**src/mcts_pkg.sv**
```systemverilog
// Shared types and constants of the multi-channel timeout scheduler.
package mcts_pkg;

   localparam int KIND_W = 2;
   localparam int CH_W   = 6;
   localparam int TICK_W = 64;

   // Request kinds. A time read and the unused code change nothing.
   localparam logic [KIND_W-1:0] KIND_TICK = 2'd0;
   localparam logic [KIND_W-1:0] KIND_SET  = 2'd2;

   typedef struct packed {
      logic accept;       // a request is taken at this edge
      logic scan_read;    // read one table entry and advance the scan address
      logic scan_finish;  // fold the last entry and arm the earliest deadline
   } ctrl_cmd_type;

   typedef struct packed {
      logic need_scan;    // the request being taken needs a table rescan
      logic addr_last;    // the scan address points at the last entry
   } dp_status_type;

endpackage

```
**src/mcts_ctrl.sv**
```systemverilog
// Controller state machine of the multi-channel timeout scheduler.
module mcts_ctrl (
   input  logic                   clock,
   input  logic                   reset,
   input  logic                   req_valid,
   output logic                   req_stall,
   output logic                   rsp_valid,
   input  logic                   rsp_stall,
   input  mcts_pkg::dp_status_type status,
   output mcts_pkg::ctrl_cmd_type  cmd
);
   import mcts_pkg::*;

   typedef enum logic [1:0] {
      ST_IDLE,
      ST_SCAN,
      ST_DRAIN
   } state_type;

   state_type state_ff, state_in;
   logic      rsp_valid_ff, rsp_valid_in;
   logic      can_take;

   // The output register frees up at the same edge at which the next request is taken.
   assign can_take  = (state_ff == ST_IDLE) && (!rsp_valid_ff || !rsp_stall);
   assign req_stall = !can_take;
   assign rsp_valid = rsp_valid_ff;

   always_comb begin
      cmd.accept      = can_take && req_valid;
      cmd.scan_read   = (state_ff == ST_SCAN);
      cmd.scan_finish = (state_ff == ST_DRAIN);
   end

   always_comb begin
      state_in     = state_ff;
      rsp_valid_in = rsp_valid_ff;
      if (cmd.accept) begin
         rsp_valid_in = 1'b1;
      end else if (!rsp_stall) begin
         rsp_valid_in = 1'b0;
      end
      case (state_ff)
         ST_IDLE: begin
            if (cmd.accept && status.need_scan) begin
               state_in = ST_SCAN;
            end
         end
         ST_SCAN: begin
            if (status.addr_last) begin
               state_in = ST_DRAIN;
            end
         end
         ST_DRAIN: begin
            state_in = ST_IDLE;
         end
         default: begin
            state_in = ST_IDLE;
         end
      endcase
   end

   always_ff @(posedge clock) begin
      if (reset) begin
         state_ff     <= ST_IDLE;
         rsp_valid_ff <= 1'b0;
      end else begin
         state_ff     <= state_in;
         rsp_valid_ff <= rsp_valid_in;
      end
   end

endmodule

```
**config.mk**
```make
export PLATFORM = sky130hd
export DESIGN_NAME = mcts_ctrl
export DESIGN_NICKNAME = d
export VERILOG_FILES = /design/src/mcts_pkg.sv /design/src/mcts_ctrl.sv
export SDC_FILE = /design/constraint.sdc
export NUM_CORES = 1
export LEC_CHECK = 0
export ABC_AREA = 1
export BUFFER_PORTS_ARGS = -buffer_cell sky130_fd_sc_hd__buf_4
export CORE_AREA = 3 3 40 42
export DETAILED_ROUTE_END_ITERATION = 10
export DIE_AREA = 0 0 43 45
export PLACE_DENSITY = 0.3
export SETUP_SLACK_MARGIN = 0.05
export SLEW_MARGIN = 10
export SYNTH_ARGS = -nofsm -noshare
export SYNTH_HDL_FRONTEND = slang
export SYNTH_SLANG_ARGS = --single-unit
```
**constraint.sdc**
```tcl
create_clock -name clock -period 1.6 [get_ports clock]
set_input_delay 0.08 -clock clock [delete_from_list [all_inputs] [get_ports clock]]
set_output_delay 0.08 -clock clock [all_outputs]
set_load 0.1 [all_outputs]
```
==> impl_metrics.toml, run 1 <==
[sta]
final-hold-violation-count = 0
fmax_mhz = 773
final.min_clock_period_ns = 1.29
skew_ns = 0.0000867
slew_violations = 0
setup_viol = 0
slew_headroom = 0.815
worst_slew_pin_slew_ns = 0.280
rsz0062_at_grt = "no"
setup_tns_ns = 0
finalCritPeriodShare = 0.808
hold_slack_ns = 0.0230

[clock_network]
clk_latency_ns = 0.23
cts.sinks = 3
postCtsSetupBuffers = 0
htreeDepth = 1
root_buffer = "clkbuf_4"
clock_path_buffers = 2
cts_buffers = 3
cts_tree = "done"
cts.repair.resized = 0
cts.clk_slew.worst_paths_ns = 0.04
cts_hold_buf = 0

[worst_hold_path]
whs_endpoint = "state_ff[0]"
hold_depth = 2
hold_path.class = "in2reg"
min_from = "reset"

[floorplanning]
die-area_um2 = 1940
fp-row-count = 13
core-area_um2 = 1280
initial_utilization = 0.110
pin_count = 11
die_x_um = 43
die_y_um = 45

[synth]
netlist_instances = 19
synth_top_area_share = 0.425
post_synth_num_cell_types = 12
syn_nets = 25
yosysSeqAreaShare = 0.425
ys_ff_latch = 3
syn_avg_cell_area_um2 = 7.44
ys_top_cells_by_area = "dfxtp_1, nor2_2, inv_1"
synth_top_cell_by_area = "dfxtp_1"
syn_area_um2 = 141
yosysWarnings = 0

[placed_design]
place.gp.congestion = 0.590
dp_hpwl_um = 320
portBuffers = 10

[critical_path]
critPathLaunchType = "register"
worstSetupPathType = "reg2out"
cp.required_ns = 1.52
r2r_end = "rsp_valid"
r2r_slack_ns = 0.77
path_max_fanout = 4
end_kind = "output pin"
r2r_start = "state_ff[1]"
r2r_cells = 3
cp.arrival_ns = 1.21

[route]
drt_iter0_drc = 4
firstDrtPassIters = 2
dr_total_vias = 160
post-route-drc-count = 0
wirelength_um = 381
drt.antenna.violating_nets = 0
vias_per_cell = 3.40
wl_per_cell_um = 8.11

[global_routing]
grt_start_max_net_pins = 5
grt_pass1_wl_um = 552
gr-total-overflow = 0
grt_antenna_before_repair = 0
grt_pass1_vias = 153
grtUsageTotal = 0.0433

[finish]
area_growth_pct = 87.6
nets = 39
n_antenna_cell = 0
drive_gt1_frac = 0.625

[pwr]
p_leak_nw = 0.128
p_per_area_nw_per_um2 = 1240
ir_drop_v = 0.000490

[flow_run]
cap_violations = 0

[run_status]
status = "finished clean"
==> state kept, by name (all words and copies together) (netlist names) <==
register / count
state_ff: 2
rsp_valid: 1
==> cell usage in the layout (no fill, tap or decap) <==
cell type  count
clkbuf_1       1
nor2_4         1
a21oi_1        1
nor4_1         1
clkbuf_4       3
a21oi_2        1
nand2_1        2
buf_4         10
nand3_1        1
nand2_2        1
nor2_2         2
inv_2          1
nand4_1        1
dfxtp_1        2
dfxtp_2        1
inv_1          3
==> cell usage after synthesis <==
cell type / n
dfxtp_1: 3
inv_1: 3
nand2_1: 3
nor2_2: 2
a21oi_1: 1
a21oi_2: 1
buf_4: 1
inv_2: 1
nand3_1: 1
nand4_1: 1
nor2_1: 1
nor4_1: 1
==> worst max path at each step <==
| stage | startpoint | to | slack, ns | cells after the start |
|---|---|---|---|---|
| floorplan | rsp_valid | req_stall | 0.25 | 2 |
| global placement | state_ff[1] | cmd[2] | 0.55 | 4 |
| detailed placement | state_ff[1] | cmd[2] | 0.55 | 4 |
| CTS | state_ff[1] | cmd[2] | 0.29 | 4 |
| global route | state_ff[1] | cmd[2] | 0.22 | 4 |
| finish | state_ff[1] | cmd[2] | 0.31 | 4 |
==> layout make-up <==
type,count,area (um2)
Clock buffer,4,26.3
Timing Repair Buffer,10,75.1
Fill cell,148,1020
Tap cell,15,18.8
Sequential cell,3,61.3
Inverter,4,15.0
Multi-Input combinational cell,11,68.8
==> layer usage <==
layer  global-route usage  wire (um)  vias up
met1               0.0409        148       69
met2               0.0599        204        5
met4               0.0181          0        0
met5                    0          0        -
met3               0.0478         27        0
li1                     -          -       86
==> per-stage QoR <==
stage	total power, mW	setup WS, ns	area (um2)	std cells	utilization
floorplan	0.173	0.247	153	19	-
global placement	0.197	0.550	239	43	0.186
detailed placement	0.197	0.552	239	43	0.186
CTS	0.337	0.295	265	47	0.206
global route	0.353	0.219	265	47	0.206
finish	0.329	0.307	265	47	0.206
==> cells by family (layout without fill, tap and decap cells) <==
group,Yosys count,count (layout),share of synthesized area
simple gates,9,9,0.319
flops,3,3,0.425
compound gates,2,2,0.0973
buf+inv,5,18,0.159
==> critical path: stages, from the launching register on <==
cell     delay (ns)
dfxtp_1        0.35
nor2_2         0.17
nand3_1        0.11
inv_1          0.07
buf_4          0.28
==> where the power goes <==
part | internal [mW] | total, mW | switching [mW]
Combinational | 0.0260 | 0.111 | 0.0852
Sequential | 0.0798 | 0.0836 | 0.00379
Clock | 0.0936 | 0.134 | 0.0409
Note: power is estimated with default switching activity, not from simulation.
==> run 2, diff against run 1 <==
==> constraint.sdc (replaced) <==
create_clock -name clock -period 1.3 [get_ports clock]
set_input_delay 0.065 -clock clock [delete_from_list [all_inputs] [get_ports clock]]
set_output_delay 0.065 -clock clock [all_outputs]
set_load 0.1 [all_outputs]
==> run 2 against run 1 <==
Worst setup slack worse by 0.21 ns. Design area up 13%. Critical path depth unchanged. Clock power grew 21%. Hold slack better by 0.070 ns. Via count decreased by 1.9%. Critical path type unchanged. Critical endpoint unchanged. Largest power group unchanged. Highest routed layer unchanged.
==> impl_metrics.toml, run 2 (synthesis gave the netlist of run 1 again) <==
[floorplanning]
core-area_um2 = 1280
die_y_um = 45
die_x_um = 43
fp-row-count = 13
pin_count = 11
die-area_um2 = 1940
initial_utilization = 0.110

[worst_hold_path]
hold_path.class = "in2reg"
min_from = "status[0]"

[critical_path]
cp.arrival_ns = 1.14
r2r_start = "state_ff[0]"
cp.required_ns = 1.24
crit_start = "state_ff[0]"
worstSetupPathType = "reg2out"
end_kind = "output pin"
path_max_fanout = 3
critPathLaunchType = "register"

[sta]
final-hold-violation-count = 0
skew_ns = 0.000753
worst_slew_pin_slew_ns = 0.281
final.min_clock_period_ns = 1.21
finalCritPeriodShare = 0.928
slew_headroom = 0.814
slew_violations = 0
setup_viol = 0
fmax_mhz = 829
setup_tns_ns = 0
rsz0062_at_grt = "yes"
hold_slack_ns = 0.0934

[pwr]
ir_drop_v = 0.000358
power.total_uw = 414
p_leak_nw = 0.136
p_per_area_nw_per_um2 = 1380

[route]
drt_iter0_drc = 0
drt.antenna.violating_nets = 0
firstDrtPassIters = 1
dr_total_vias = 157
vias_per_cell = 3.27
wl_per_cell_um = 7.94
post-route-drc-count = 0
wirelength_um = 381

[clock_network]
root_buffer = "clkbuf_4"
clk_latency_ns = 0.23
cts.sinks = 3
cts_buffers = 3
cts_tree = "done"
cts.clk_slew.worst_paths_ns = 0.04
htreeDepth = 1
clock_path_buffers = 2

[global_routing]
gr-total-overflow = 0
grt_start_max_net_pins = 5
grt_pass1_vias = 187
grt_antenna_before_repair = 0
grt_pass1_wl_um = 710
grtUsageTotal = 0.0541

[finish]
drive_gt1_frac = 0.636
largest_register_ff_count = 2
top_register = "state_ff"
final_common_cell = "buf_4"
mostFrequentLayoutCells = "buf_4, inv_1, clkbuf_4"
stdcell_count = 48
area_growth_pct = 112
nets = 40
n_antenna_cell = 0

[flow_run]
cap_violations = 0

[placed_design]
place.gp.congestion = 0.665
dp_cells = 43
portBuffers = 10
dp_hpwl_um = 322

[run_status]
status = "finished clean"
==> run 2: final timing paths <==
path | end | slack [ns] | cells after the start
setup reg to reg | rsp_valid | 0.47 | 3
hold / removal | state_ff[1] | 0.09 | 3
hold reg to reg | state_ff[1] | 0.52 | 2
setup / recovery | cmd[2] | 0.09 | 4
==> run 2: per-layer routing <==
layer  GRT usage  up-vias  wire length, um
li1            -       86                -
met1      0.0482       68              122
met2      0.0778        3              239
met3      0.0159        0               20
met4      0.0904        0                0
met5           0        -                0
==> run 2: through the flow <==
stage	utilization	cell area [um2]	worst slack, ns
after floorplan	-	164	0.0559
after global placement	0.195	250	0.254
after detailed placement	0.195	250	0.247
after CTS	0.233	299	0.0556
after global routing	0.233	299	0.0446
final	0.233	299	0.0931
==> run 2: worst max-delay path: stages, from the launching register on <==
cell	delay, ns
dfxtp_4	0.35
nor2_2	0.16
nand3_1	0.12
inv_1	0.11
buf_12	0.18
==> run 2: what timing repair did <==
| item | CTS | global route |
|---|---|---|
| setup buffers | 0 | 0 |
| hold buffers | 1 | 0 |
| pin swaps | 0 | 1 |
| endpoints found under the hold margin | 2 | 0 |
| endpoints found under the setup margin | 1 | 1 |
| gates resized for setup | 3 | 0 |
==> run 2: cell type report <==
cell class / count / area, um2
clock buffer: 4 / 26.3
fill: 150 / 986
inverter: 4 / 15.0
multi-input combinational: 11 / 73.8
sequential: 3 / 67.6
tap: 15 / 18.8
timing repair buffer: 11 / 97.6
==> run 2: where the power goes <==
part	internal (mW)	switching, mW
clock network	0.115	0.0472
registers	0.0968	0.00506
logic	0.0426	0.107
total	0.254	0.160
==> run 3, diff against run 2 <==
--- a/config.mk
+++ b/config.mk
@@ -10,7 +10,7 @@
 export CORE_AREA = 3 3 40 42
 export DETAILED_ROUTE_END_ITERATION = 10
 export DIE_AREA = 0 0 43 45
-export PLACE_DENSITY = 0.3
+export PLACE_DENSITY_LB_ADDON = 0.1
 export SETUP_SLACK_MARGIN = 0.05
 export SLEW_MARGIN = 10
 export SYNTH_ARGS = -nofsm -noshare
==> run 3 against run 2 <==
Sequential share of layout area fell by 0.33 points. Die area did not move. Critical path depth did not move. Power grew 0.74%. Register-to-register slack better by 0.03 ns. Core utilization increased by 0.78 points. Design area up 3.3%. Clock-buffer cell count stayed put. Hold slack worse by 0.017 ns. Flip-flop and latch count stayed put. Critical path type unchanged. Critical endpoint unchanged.
==> impl_metrics.toml, run 3 (synthesis gave the netlist of run 1 again) <==
[clock_network]
postCtsSetupBuffers = 0
cts.sinks = 3
cts_buffers = 3
clock_path_buffers = 2
root_buffer = "clkbuf_4"
cts_tree = "done"
cts.clk_slew.worst_paths_ns = 0.04
clk_latency_ns = 0.23
htreeDepth = 1

[route]
drt.antenna.violating_nets = 0
vias_per_cell = 3.27
post-route-drc-count = 0
wl_per_cell_um = 8.23
wirelength_um = 395
firstDrtPassIters = 4
drt_iter0_drc = 3
dr_total_vias = 157

[placed_design]
portBuffers = 10
dp_hpwl_um = 323
place.gp.congestion = 0.584

[finish]
nets = 40
drive_gt1_frac = 0.667
mostFrequentLayoutCells = "buf_4, nor2_4, inv_1, clkbuf_4"
nFillCells = 148
area_growth_pct = 119
final_common_cell = "buf_4"
n_antenna_cell = 0
top_register = "state_ff"
fin_util = 0.241
largest_register_ff_count = 2

[critical_path]
r2r_end = "rsp_valid"
r2r_slack_ns = 0.50
path_buf_inv = 2
cp.arrival_ns = 1.11
path_cells = "nor2_4 > nand3_1 > inv_1 > buf_12"
slowest_delay_ns = 0.36
path_max_fanout = 3
worstSetupPathType = "reg2out"
cp.required_ns = 1.24
crit_start = "state_ff[0]"
end_kind = "output pin"
r2r_start = "state_ff[0]"
cp_top_family = "flip-flops"
critPathLaunchType = "register"
r2r_cells = 3
crit_slowest_cell = "dfxtp_4"
endpoint = "cmd[2]"
critical_path_depth = 4

[sta]
fmax_mhz = 853
final-hold-violation-count = 0
slew_violations = 0
finalCritPeriodShare = 0.902
slew_headroom = 0.815
setup_tns_ns = 0
hold_slack_ns = 0.0766
skew_ns = 0.00414
worst_slew_pin_slew_ns = 0.279
final.min_clock_period_ns = 1.17
rsz0062_at_grt = "no"
setup_viol = 0

[floorplanning]
core-area_um2 = 1280
die_x_um = 43
die-area_um2 = 1940
initial_utilization = 0.110
pin_count = 11
fp-row-count = 13
die_y_um = 45

[global_routing]
gr-total-overflow = 0
grt_pass1_wl_um = 593
grt_antenna_before_repair = 0
grtUsageTotal = 0.0466
grt_start_max_net_pins = 5
grt_pass1_vias = 151

[pwr]
power.share.combinational = 0.363
p_per_area_nw_per_um2 = 1350
p_leak_nw = 0.139
intPower_uw = 256
clock_power_share = 0.390
seq_power_share = 0.248
p_switching_uw = 161
ir_drop_v = 0.000284
sw_frac_of_total = 0.386

[run_status]
status = "finished clean"

[worst_hold_path]
hold_path.class = "in2reg"

[flow_run]
cap_violations = 0
-- run 3: repair_timing --
item                                    in CTS  in global routing
endpoints found under the setup margin       1                  2
hold buffers                                 1                  0
resized for setup                            3                  3
pin swaps                                    1                  0
hold endpoints to repair                     1                  0
-- run 3: final cells by class --
type / count / area [um2] / area share
timing repair buffer: 11 / 101 / 0.328
multi-input combinational: 11 / 78.8 / 0.255
sequential: 3 / 68.8 / 0.223
clock buffer: 4 / 26.3 / 0.0850
tap: 15 / 18.8 / 0.0607
inverter: 4 / 15.0 / 0.0486
-- run 3: per-stage QoR --
step                instances  area (um2)  worst slack (ns)  power [mW]
floorplan                  19         164            0.0559       0.213
global placement           43         250             0.254       0.242
detailed placement         43         250             0.249       0.243
CTS                        48         299            0.0706       0.426
global route               48         309            0.0504       0.444
finish                     48         309             0.127       0.417
-- run 3: worst min-delay path by stage --
stage          depth (start not counted)  slack, ns       from          end
2_1_floorplan                          1       0.12      reset  state_ff[0]
3_3_place_gp                           2       0.23      reset  state_ff[0]
3_5_place_dp                           2       0.24      reset  state_ff[0]
4_1_cts                                3       0.07  status[0]  state_ff[1]
5_1_grt                                3       0.08  status[0]  state_ff[1]
6_report                               3       0.08  status[0]  state_ff[1]
-- run 3: layer usage --
layer  global-route usage  vias up  part of all wire
met3               0.0239        0              0.11
met4               0.0542        0                 0
met5                    0        -                 0
met1               0.0601       60              0.53
li1                     -       88                 -
met2               0.0479        9              0.36
-- run 3: worst min-delay path, cell delays in order --
cell and delay [ns]:
buf_4 0.10, inv_1 0.06, nor4_1 0.04
-- run 3: power by group through the flow --
stage | Sequential, mW | Clock, mW | Combinational [mW]
after CTS | 0.102 | 0.172 | 0.151
after detailed placement | 0.104 | 0 | 0.139
after global placement | 0.104 | 0 | 0.139
after global routing | 0.104 | 0.182 | 0.158
after floorplan | 0.122 | 0 | 0.0909
final | 0.103 | 0.162 | 0.151
